===== src/rtl/core/diq_pkg.sv =====
// ----------------------------------------------------------------------------
// diq_pkg
// Shared constants and the per-channel state record of the input qualifier.
// ----------------------------------------------------------------------------
`timescale 1ns / 1ps

package diq_pkg;

	localparam int CHANNELS  = 19;
	localparam int AC_WINDOW = 11;
	localparam int CH_W      = $clog2(CHANNELS);
	localparam int WIN_W     = $clog2(AC_WINDOW);
	localparam int DUR_W     = 8;
	// channels that own a duration byte in the three duration registers
	localparam int DUR_CHANS = 19;
	localparam int CFG_W     = 64;
	localparam int CFG_IDX_W = 2;

	// register indexes of the configuration port
	localparam logic [CFG_IDX_W-1:0] REG_AC_MODE  = 2'd0;
	localparam logic [CFG_IDX_W-1:0] REG_DUR_LOW  = 2'd1;
	localparam logic [CFG_IDX_W-1:0] REG_DUR_MID  = 2'd2;
	localparam logic [CFG_IDX_W-1:0] REG_DUR_HIGH = 2'd3;

	// one channel's state as held in the state RAM
	typedef struct packed {
		logic             cand;
		logic             and_r;
		logic             or_r;
		logic             qual;
		logic [DUR_W-1:0] timer;
	} chan_state_t;

	localparam int STATE_W = $bits(chan_state_t);

endpackage


===== src/rtl/core/diq_if.sv =====
// ----------------------------------------------------------------------------
// diq_in_if / diq_out_if
// Valid/ready channels for raw scans in and qualified states out.
// ----------------------------------------------------------------------------
`timescale 1ns / 1ps

interface diq_in_if import diq_pkg::*; ();
	logic                valid;
	logic                ready;
	logic [CHANNELS-1:0] raw_inputs;

	modport source (output valid, output raw_inputs, input ready);
	modport sink   (input valid, input raw_inputs, output ready);
endinterface

interface diq_out_if import diq_pkg::*; ();
	logic                valid;
	logic                ready;
	logic [CHANNELS-1:0] qualified_states;

	modport source (output valid, output qualified_states, input ready);
	modport sink   (input valid, input qualified_states, output ready);
endinterface


===== src/rtl/core/diq_ram.sv =====
// ----------------------------------------------------------------------------
// diq_ram
// Generic single-write, single-read RAM with a registered read port.
// ----------------------------------------------------------------------------
`timescale 1ns / 1ps

module diq_ram #(
	parameter int WIDTH = 8,
	parameter int DEPTH = 16
) (
	input  logic                     clk,
	input  logic                     we,
	input  logic [$clog2(DEPTH)-1:0] waddr,
	input  logic [WIDTH-1:0]         wdata,
	input  logic [$clog2(DEPTH)-1:0] raddr,
	output logic [WIDTH-1:0]         rdata
);

	logic [WIDTH-1:0] mem [DEPTH];

	always_ff @(posedge clk) begin
		if (we) begin
			mem[waddr] <= wdata;
		end
		rdata <= mem[raddr];
	end

endmodule


===== src/rtl/core/diq_chan_update.sv =====
// ----------------------------------------------------------------------------
// diq_chan_update
// Next-state logic of one channel for one scan, DC debounce or AC detect.
// ----------------------------------------------------------------------------
`timescale 1ns / 1ps

module diq_chan_update import diq_pkg::*; (
	input  chan_state_t      cur,
	input  logic             raw_bit,
	input  logic             ac_mode,
	input  logic             window_end,
	input  logic [DUR_W-1:0] duration,
	output chan_state_t      nxt
);

	logic             and1;
	logic             or1;
	logic             cand_ac;
	logic [DUR_W:0]   t_inc;
	chan_state_t      dc;

	always_comb begin
		and1  = cur.and_r & raw_bit;
		or1   = cur.or_r | raw_bit;
		nxt   = cur;
		dc    = cur;
		t_inc = '0;
		cand_ac = cur.cand;

		if (ac_mode) begin
			nxt.and_r = and1;
			nxt.or_r  = or1;
			if (window_end) begin
				// toggled record means present, all-zero means absent
				cand_ac  = (!and1) ? or1 : cur.cand;
				nxt.cand = cand_ac;
				if (cand_ac != cur.qual) begin
					t_inc = {1'b0, cur.timer} + 1'b1;
					if (t_inc > {1'b0, duration}) begin
						nxt.timer = '0;
						nxt.qual  = cand_ac;
					end else begin
						nxt.timer = t_inc[DUR_W-1:0];
					end
				end else begin
					nxt.timer = '0;
				end
				nxt.and_r = 1'b1;
				nxt.or_r  = 1'b0;
			end
		end else begin
			dc.and_r = and1;
			dc.or_r  = or1;
			// raw change: restart candidate with the new level recorded
			if (cur.cand != raw_bit) begin
				dc.cand  = raw_bit;
				dc.and_r = raw_bit;
				dc.or_r  = raw_bit;
				dc.timer = '0;
			end
			nxt   = dc;
			t_inc = {1'b0, dc.timer} + 1'b1;
			if (t_inc < {1'b0, duration}) begin
				nxt.timer = t_inc[DUR_W-1:0];
			end else if (dc.and_r == dc.or_r) begin
				nxt.qual = dc.cand;
			end else begin
				nxt.cand  = raw_bit;
				nxt.and_r = 1'b1;
				nxt.or_r  = 1'b0;
				nxt.timer = '0;
			end
		end
	end

endmodule


===== src/rtl/core/digital_input_qualifier.sv =====
// ----------------------------------------------------------------------------
// digital_input_qualifier
// Debounce (DC) and presence (AC) qualifier for discrete input scans.
// Scans are taken one at a time: the state RAM's single read port walks
//   the channels one per cycle, and the next scan is taken at the edge
//   where the last channel's update writes back. A stalled output holds the
//   input once a finished result waits behind the full output register.
// Reset: arst_n clears control, config and window count; a valid bit per
//   channel makes never-written RAM entries read as zero, so no clear pass.
// ----------------------------------------------------------------------------
`timescale 1ns / 1ps

module digital_input_qualifier import diq_pkg::*; (
	input  logic                 clk,
	input  logic                 arst_n,
	diq_in_if.sink               scan_in,
	diq_out_if.source            state_out,
	input  logic                 cfg_we,
	input  logic [CFG_IDX_W-1:0] cfg_index,
	input  logic [CFG_W-1:0]     cfg_wdata
);

	// configuration registers
	logic [CHANNELS-1:0] ac_mode_q;
	logic [63:0]         dur_low_q;
	logic [63:0]         dur_mid_q;
	logic [23:0]         dur_high_q;
	logic [151:0]        dur_flat;

	// scan sequencer
	logic                busy_q;
	logic [CH_W-1:0]     ch_q;
	logic [CHANNELS-1:0] raw_q;
	logic                wend_q;
	logic [WIN_W-1:0]    wc_q;
	logic [WIN_W:0]      wc_inc;
	logic                wend_now;
	logic                accept;

	// update stage
	logic                valid_s1;
	logic [CH_W-1:0]     ch_s1;
	logic                last_s1;
	logic                ent_vld_s1;
	logic [CHANNELS-1:0] ent_vld_q;
	logic [STATE_W-1:0]  ram_rdata;
	chan_state_t         cur_s1;
	chan_state_t         nxt_s1;
	logic [DUR_W-1:0]    dur_s1;

	// result assembly and output register
	logic [CHANNELS-1:0] acc_q;
	logic                done_q;
	logic                out_valid_q;
	logic [CHANNELS-1:0] out_data_q;
	logic                out_free;

	assign dur_flat = {dur_high_q, dur_mid_q, dur_low_q};

	// Configuration writes; only taken while idle by contract.
	always_ff @(posedge clk or negedge arst_n) begin
		if (!arst_n) begin
			ac_mode_q  <= '0;
			dur_low_q  <= '0;
			dur_mid_q  <= '0;
			dur_high_q <= '0;
		end else if (cfg_we) begin
			unique case (cfg_index)
				REG_AC_MODE:  ac_mode_q  <= cfg_wdata[CHANNELS-1:0];
				REG_DUR_LOW:  dur_low_q  <= cfg_wdata;
				REG_DUR_MID:  dur_mid_q  <= cfg_wdata;
				REG_DUR_HIGH: dur_high_q <= cfg_wdata[23:0];
				default: ;
			endcase
		end
	end

	// Take a new scan once the channel walk is done and no finished result
	// waits. While the last channel is updated, the output register must be
	// free so that result moves out on the next cycle, before the new walk
	// starts to overwrite the accumulator.
	assign scan_in.ready = !busy_q && !done_q && (!valid_s1 || out_free);
	assign accept        = scan_in.valid && scan_in.ready;

	// The window end is decided per scan, independent of channel modes.
	assign wc_inc   = {1'b0, wc_q} + 1'b1;
	assign wend_now = wc_inc >= (WIN_W + 1)'(AC_WINDOW);

	always_ff @(posedge clk or negedge arst_n) begin
		if (!arst_n) begin
			busy_q <= 1'b0;
			ch_q   <= '0;
			wc_q   <= '0;
			wend_q <= 1'b0;
		end else if (accept) begin
			busy_q <= 1'b1;
			ch_q   <= '0;
			wend_q <= wend_now;
			wc_q   <= wend_now ? '0 : wc_inc[WIN_W-1:0];
		end else if (busy_q) begin
			// advance one channel per cycle; drop busy after the last read
			if (ch_q == CH_W'(CHANNELS - 1)) begin
				busy_q <= 1'b0;
				ch_q   <= '0;
			end else begin
				ch_q <= ch_q + 1'b1;
			end
		end
	end

	// Hold the scan for the whole channel walk.
	always_ff @(posedge clk) begin
		if (accept) begin
			raw_q <= scan_in.raw_inputs;
		end
	end

	// Read issue is registered alongside the RAM read data.
	always_ff @(posedge clk or negedge arst_n) begin
		if (!arst_n) begin
			valid_s1   <= 1'b0;
			last_s1    <= 1'b0;
			ch_s1      <= '0;
			ent_vld_s1 <= 1'b0;
		end else begin
			valid_s1   <= busy_q;
			last_s1    <= busy_q && (ch_q == CH_W'(CHANNELS - 1));
			ch_s1      <= ch_q;
			ent_vld_s1 <= ent_vld_q[ch_q];
		end
	end

	diq_ram #(
		.WIDTH (STATE_W),
		.DEPTH (CHANNELS)
	) u_state_ram (
		.clk   (clk),
		.we    (valid_s1),
		.waddr (ch_s1),
		.wdata (nxt_s1),
		.raddr (ch_q),
		.rdata (ram_rdata)
	);

	// A never-written entry stands for the reset state: all zero.
	assign cur_s1 = ent_vld_s1 ? chan_state_t'(ram_rdata) : '0;

	// Channels without a duration byte qualify with duration zero.
	always_comb begin
		dur_s1 = '0;
		if (32'(ch_s1) < DUR_CHANS) begin
			dur_s1 = dur_flat[{ch_s1, 3'b000} +: DUR_W];
		end
	end

	diq_chan_update u_update (
		.cur        (cur_s1),
		.raw_bit    (raw_q[ch_s1]),
		.ac_mode    (ac_mode_q[ch_s1]),
		.window_end (wend_q),
		.duration   (dur_s1),
		.nxt        (nxt_s1)
	);

	// Mark entries written once; reads of one channel never overlap its write
	// since each channel is visited once per scan.
	always_ff @(posedge clk or negedge arst_n) begin
		if (!arst_n) begin
			ent_vld_q <= '0;
		end else if (valid_s1) begin
			ent_vld_q[ch_s1] <= 1'b1;
		end
	end

	// Gather the new qualified bit of every channel.
	always_ff @(posedge clk) begin
		if (valid_s1) begin
			acc_q[ch_s1] <= nxt_s1.qual;
		end
	end

	assign out_free = !out_valid_q || state_out.ready;

	always_ff @(posedge clk or negedge arst_n) begin
		if (!arst_n) begin
			done_q      <= 1'b0;
			out_valid_q <= 1'b0;
		end else begin
			if (done_q && out_free) begin
				out_valid_q <= 1'b1;
			end else if (state_out.ready) begin
				out_valid_q <= 1'b0;
			end
			if (valid_s1 && last_s1) begin
				done_q <= 1'b1;
			end else if (done_q && out_free) begin
				done_q <= 1'b0;
			end
		end
	end

	always_ff @(posedge clk) begin
		if (done_q && out_free) begin
			out_data_q <= acc_q;
		end
	end

	assign state_out.valid            = out_valid_q;
	assign state_out.qualified_states = out_data_q;

	// ------------------------------------------------------------------
	// Checks
	// ------------------------------------------------------------------
	a_no_accept_busy: assert property (@(posedge clk) disable iff (!arst_n)
		(busy_q || done_q) |-> !scan_in.ready)
		else $error("scan accepted while a channel walk or a result is in flight");

	a_walk_starts: assert property (@(posedge clk) disable iff (!arst_n)
		accept |=> (busy_q && ch_q == '0))
		else $error("accepted scan did not start at channel zero");

	a_result_moves: assert property (@(posedge clk) disable iff (!arst_n)
		(done_q && out_free) |=> (out_valid_q && !done_q))
		else $error("finished result did not move to the output register");

	a_window_range: assert property (@(posedge clk) disable iff (!arst_n)
		({1'b0, wc_q} < (WIN_W + 1)'(AC_WINDOW)))
		else $error("window count out of range");

endmodule


===== src/flat_wrapper.sv =====
// flat-port wrapper written by rule: the top's interface ports become plain ports
module digital_input_qualifier_flat import diq_pkg::*;
  (clk, arst_n, cfg_we, cfg_index, cfg_wdata, scan_in_valid, scan_in_raw_inputs, scan_in_ready, state_out_valid, state_out_qualified_states, state_out_ready);
  diq_in_if scan_in_i ();
  diq_out_if state_out_i ();
  input  logic clk;
  input  logic arst_n;
  input  logic cfg_we;
  input  logic [CFG_IDX_W-1:0] cfg_index;
  input  logic [CFG_W-1:0] cfg_wdata;
  input wire logic [$bits(scan_in_i.valid)-1:0] scan_in_valid;
  input wire logic [$bits(scan_in_i.raw_inputs)-1:0] scan_in_raw_inputs;
  output wire logic [$bits(scan_in_i.ready)-1:0] scan_in_ready;
  output wire logic [$bits(state_out_i.valid)-1:0] state_out_valid;
  output wire logic [$bits(state_out_i.qualified_states)-1:0] state_out_qualified_states;
  input wire logic [$bits(state_out_i.ready)-1:0] state_out_ready;
  assign scan_in_i.valid = scan_in_valid;
  assign scan_in_i.raw_inputs = scan_in_raw_inputs;
  assign scan_in_ready = scan_in_i.ready;
  assign state_out_valid = state_out_i.valid;
  assign state_out_qualified_states = state_out_i.qualified_states;
  assign state_out_i.ready = state_out_ready;
  digital_input_qualifier u_core (.clk(clk), .arst_n(arst_n), .scan_in(scan_in_i), .state_out(state_out_i), .cfg_we(cfg_we), .cfg_index(cfg_index), .cfg_wdata(cfg_wdata));
endmodule

===== config.mk =====
export PLATFORM = sky130hd
export DESIGN_NAME = digital_input_qualifier_flat
export DESIGN_NICKNAME = d
export VERILOG_FILES = /design/src/rtl/core/diq_pkg.sv /design/src/rtl/core/diq_if.sv /design/src/rtl/core/diq_ram.sv /design/src/rtl/core/diq_chan_update.sv /design/src/rtl/core/digital_input_qualifier.sv /design/src/flat_wrapper.sv
export SDC_FILE = /design/constraint.sdc
export NUM_CORES = 1
export LEC_CHECK = 0
export BUFFER_PORTS_ARGS = -buffer_cell sky130_fd_sc_hd__clkbuf_2
export CORE_ASPECT_RATIO = 1.1
export CORE_MARGIN = 3
export CORE_UTILIZATION = 25
export DETAILED_ROUTE_END_ITERATION = 16
export PLACE_DENSITY = 0.37
export SKIP_CTS_REPAIR_TIMING = 1
export SYNTH_ARGS = -nofsm -noshare
export SYNTH_HDL_FRONTEND = slang
export SYNTH_HIERARCHICAL = 1
export SYNTH_SLANG_ARGS = --single-unit

===== constraint.sdc =====
create_clock -name clk -period 13 [get_ports clk]
set_clock_uncertainty 0.05 [all_clocks]
set_input_delay 0.65 -clock clk [delete_from_list [all_inputs] [get_ports clk]]
set_output_delay 0.65 -clock clk [all_outputs]
set_load 0.02 [all_outputs]

==> reports/metrics.cfg <==
[timing]
setup_viol_count_final=0
hold_ws_ps=-21.3
slew_headroom_pct=19.1
slew_viol_final=0
period_needed_ps=7290
max_freq_mhz=137
tightest_slew_ps=1210
rsz0062_at_grt=false
post-route-period-util_pct=56.1
fin_setup_tns_ps=0
timing_hold_violations_final=9

[run]
maxCapViolations=0

[floorplan]
dieArea_sq_um=91700
start_util_pct=25.4
dieHeight_um=317
fp.coreArea_sq_um=86800
chipWidth_um=289
io_pins=111
rows=113

[synthesis]
postSynth.asyncResetShare_pct=41.5
syn_avg_cell_area_sq_um=16.2
synth_top_area_cell=edfxtp_1
synth_area_sq_um=22000
synth-main-ff-cell=edfxtp_1
synth_edf_count=285
yosys_warnings=6
synth_top_area_share_pct=38.8
syn_nets=1472
synth_cell_type_count=71
post_synth_inst_count=1357
ys_ff_latch=508
synth-seq-area-share_pct=63.9
synth.area.top_cells=edfxtp_1 (39%), dfrtp_1 (24%), mux2_2 (9.9%)

[power]
seq_power_share_pct=39.8
clkPwrFrac_pct=22.8
cell_internal_pwr_mw=4.29
pwr-share-comb_pct=37.4
p_sw_share_pct=36.3
p_sw_mw=2.45
p_leak_nw=9.59
powerDensity_nw_per_um2=263
ir_worst_vdd_mv=0.135

[setup_path]
worst_ep_arrival_time_ps=7470
crit_path_start_kind=flip-flop
cp_max_fo=53
worstSetupPathType=reg -> reg
end_kind=flip-flop
worstPathRequired_ps=13180

[placement]
place.gp.congestion=0.814
port_buffers=110
placed_cell_area_sq_um=23900
hpwl_um=40300
dp_cells=2575

[outcome]
violations=negative hold slack
status=finished with violations

[finish]
syn_to_final_growth_pct=16.4
final_layout_size_suffix_gt1_share_pct=33.4
mostFrequentLayoutCells=edfxtp_1 (285), dfrtp_1 (206), mux2_2 (193)
layout_commonest_cell=edfxtp_1
design_area_sq_um=25700
layout.cells.non_filler=2683
fillers=8774
regArea_sq_um=14100
multi_input_area_sq_um=7480
fin_nets=1599

[global_routing]
antenna_found_initial=3
first_global_vias=12946
gr-total-overflow=0
grt_pass1_wl_um=91500
track_usage_pct=13.6
grt_max_degree=93

[clock_network]
numCtsBuffers=56
insertion_delay_ps=620
cts_tree=built
cts_buffer_depth=3
clk_root_buffer_cell=clkbuf_16
htree_num_levels=2
clk_pin_slew_ps=60
clock_sinks=508

[routing]
drtIter0Drc=766
ant_nets=0
finalWirelength_um=62300
drt-pass1-iter-count=5
drc=0
vias=12250
wire_per_inst_um=23.2
via_per_inst=4.57

[worst_hold_path]
min_path_type=in -> async

## area by class of cell
type,instances,area share (%)
inverters,22,0.322
diodes,1,0.00975
clock buffers,84,6.03
repair buffers,141,3.09
multi-input cells,755,29.2
clock inverters,22,0.873
well taps,1150,5.61
flip-flops and latches,508,54.9
## kinds of logic after synthesis
| family | Yosys count | share of synthesized area (%) |
|---|---|---|
| adders and majority gates | 25 | 1.42 |
| buffers and inverters | 94 | 2.57 |
| DFF | 508 | 63.9 |
| muxes | 340 | 22.0 |
| AOI/OAI and AO/OA | 145 | 4.42 |
| and+or+nand+nor | 235 | 5.31 |
| xor gates and xnor gates | 10 | 0.397 |
## worst max-delay path, stage by stage, from the launching register on
cell and delay [ps]:
dfrtp_4 600, buf_4 790, mux4_1 640, mux2_2 270, nand2_1 70, o211ai_1 280
ha_1 630, nand2_1 150, inv_1 90, ha_1 180, and3_1 270, nand3_1 110
xor2_1 160, nor2_1 190, ha_1 310, a211oi_4 230, o211ai_2 130, o221ai_4 410
nand2_4 160, mux2i_1 160, o21ai_1 920
## state kept, by name (all words and copies together) (netlist names), 12 cells and up
register and count:
u_core/raw_q 19, u_core/ac_mode_q 19, u_core/ent_vld_q 19, u_core/dur_low_q 64, u_core/u_state_ram/rdata 12, u_core/u_state_ram/mem 228
u_core/state_out.qualified_states 19, u_core/dur_high_q 24, u_core/acc_q 19, u_core/dur_mid_q 64
## layer usage
layer | GRT usage [%] | wire (um)
met3 | 2.53 | 2410
met5 | 0 | 13
met2 | 22.8 | 30200
met4 | 3.15 | 1190
met1 | 18.4 | 28500
## power by group through the flow
stage / Clock (mW) / Sequential (mW) / Combinational, mW
floorplan: 0 / 2.58 / 1.81
global placement: 0 / 2.72 / 2.54
detailed placement: 0 / 2.72 / 2.57
CTS: 1.60 / 2.69 / 2.58
global route: 1.66 / 2.73 / 2.77
finish: 1.53 / 2.68 / 2.52
## path summary, 6_finish.rpt
check	from	end	slack, ps	cells past startpoint
setup / recovery	u_core/ch_s1[0]$_DFF_PN0_	u_core/u_state_ram/mem[7][0]$_DFFE_PP_	5710	20
hold / removal	arst_n	u_core/ac_mode_q[16]$_DFFE_PN0P_	-20	1
setup reg to reg	u_core/ch_s1[0]$_DFF_PN0_	u_core/u_state_ram/mem[7][0]$_DFFE_PP_	5710	20
hold reg to reg	u_core/acc_q[10]$_DFFE_PP_	u_core/state_out.qualified_states[10]$_DFFE_PP_	370	0
max in group asynchronous	arst_n	u_core/ch_s1[1]$_DFF_PN0_	11590	2
min in group clk	scan_in_raw_inputs[4]	u_core/raw_q[4]$_DFFE_PN_	160	1
## per-stage QoR
step	power [mW]	setup slack, ps	util, %
floorplan	4.39	7230	-
global placement	5.26	5750	27.5
detailed placement	5.29	5590	27.5
CTS	6.87	5530	29.5
global route	7.16	5140	29.6
finish	6.74	5710	29.6
## synthesized netlist by cell type, types with 6 or more instances
library cell    n
a21oi_1        27
and3_1          7
o211ai_1       13
inv_1          20
dfxtp_1        12
o21ai_1        22
ha_1           25
mux2i_1        64
a31oi_1         7
o21ai_0        27
a221oi_1        9
a22oi_1        16
nor2b_1         6
mux2_2        193
clkbuf_1       17
dfrtp_1       211
nand3_1        18
nand2_1        52
edfxtp_1      285
and2_1         16
nor2_1         75
mux4_2         33
mux4_1         48
buf_2          28
nand3b_1       11
buf_6           9
or2_2          21
No activity file was read; power rests on OpenSTA's default activity.
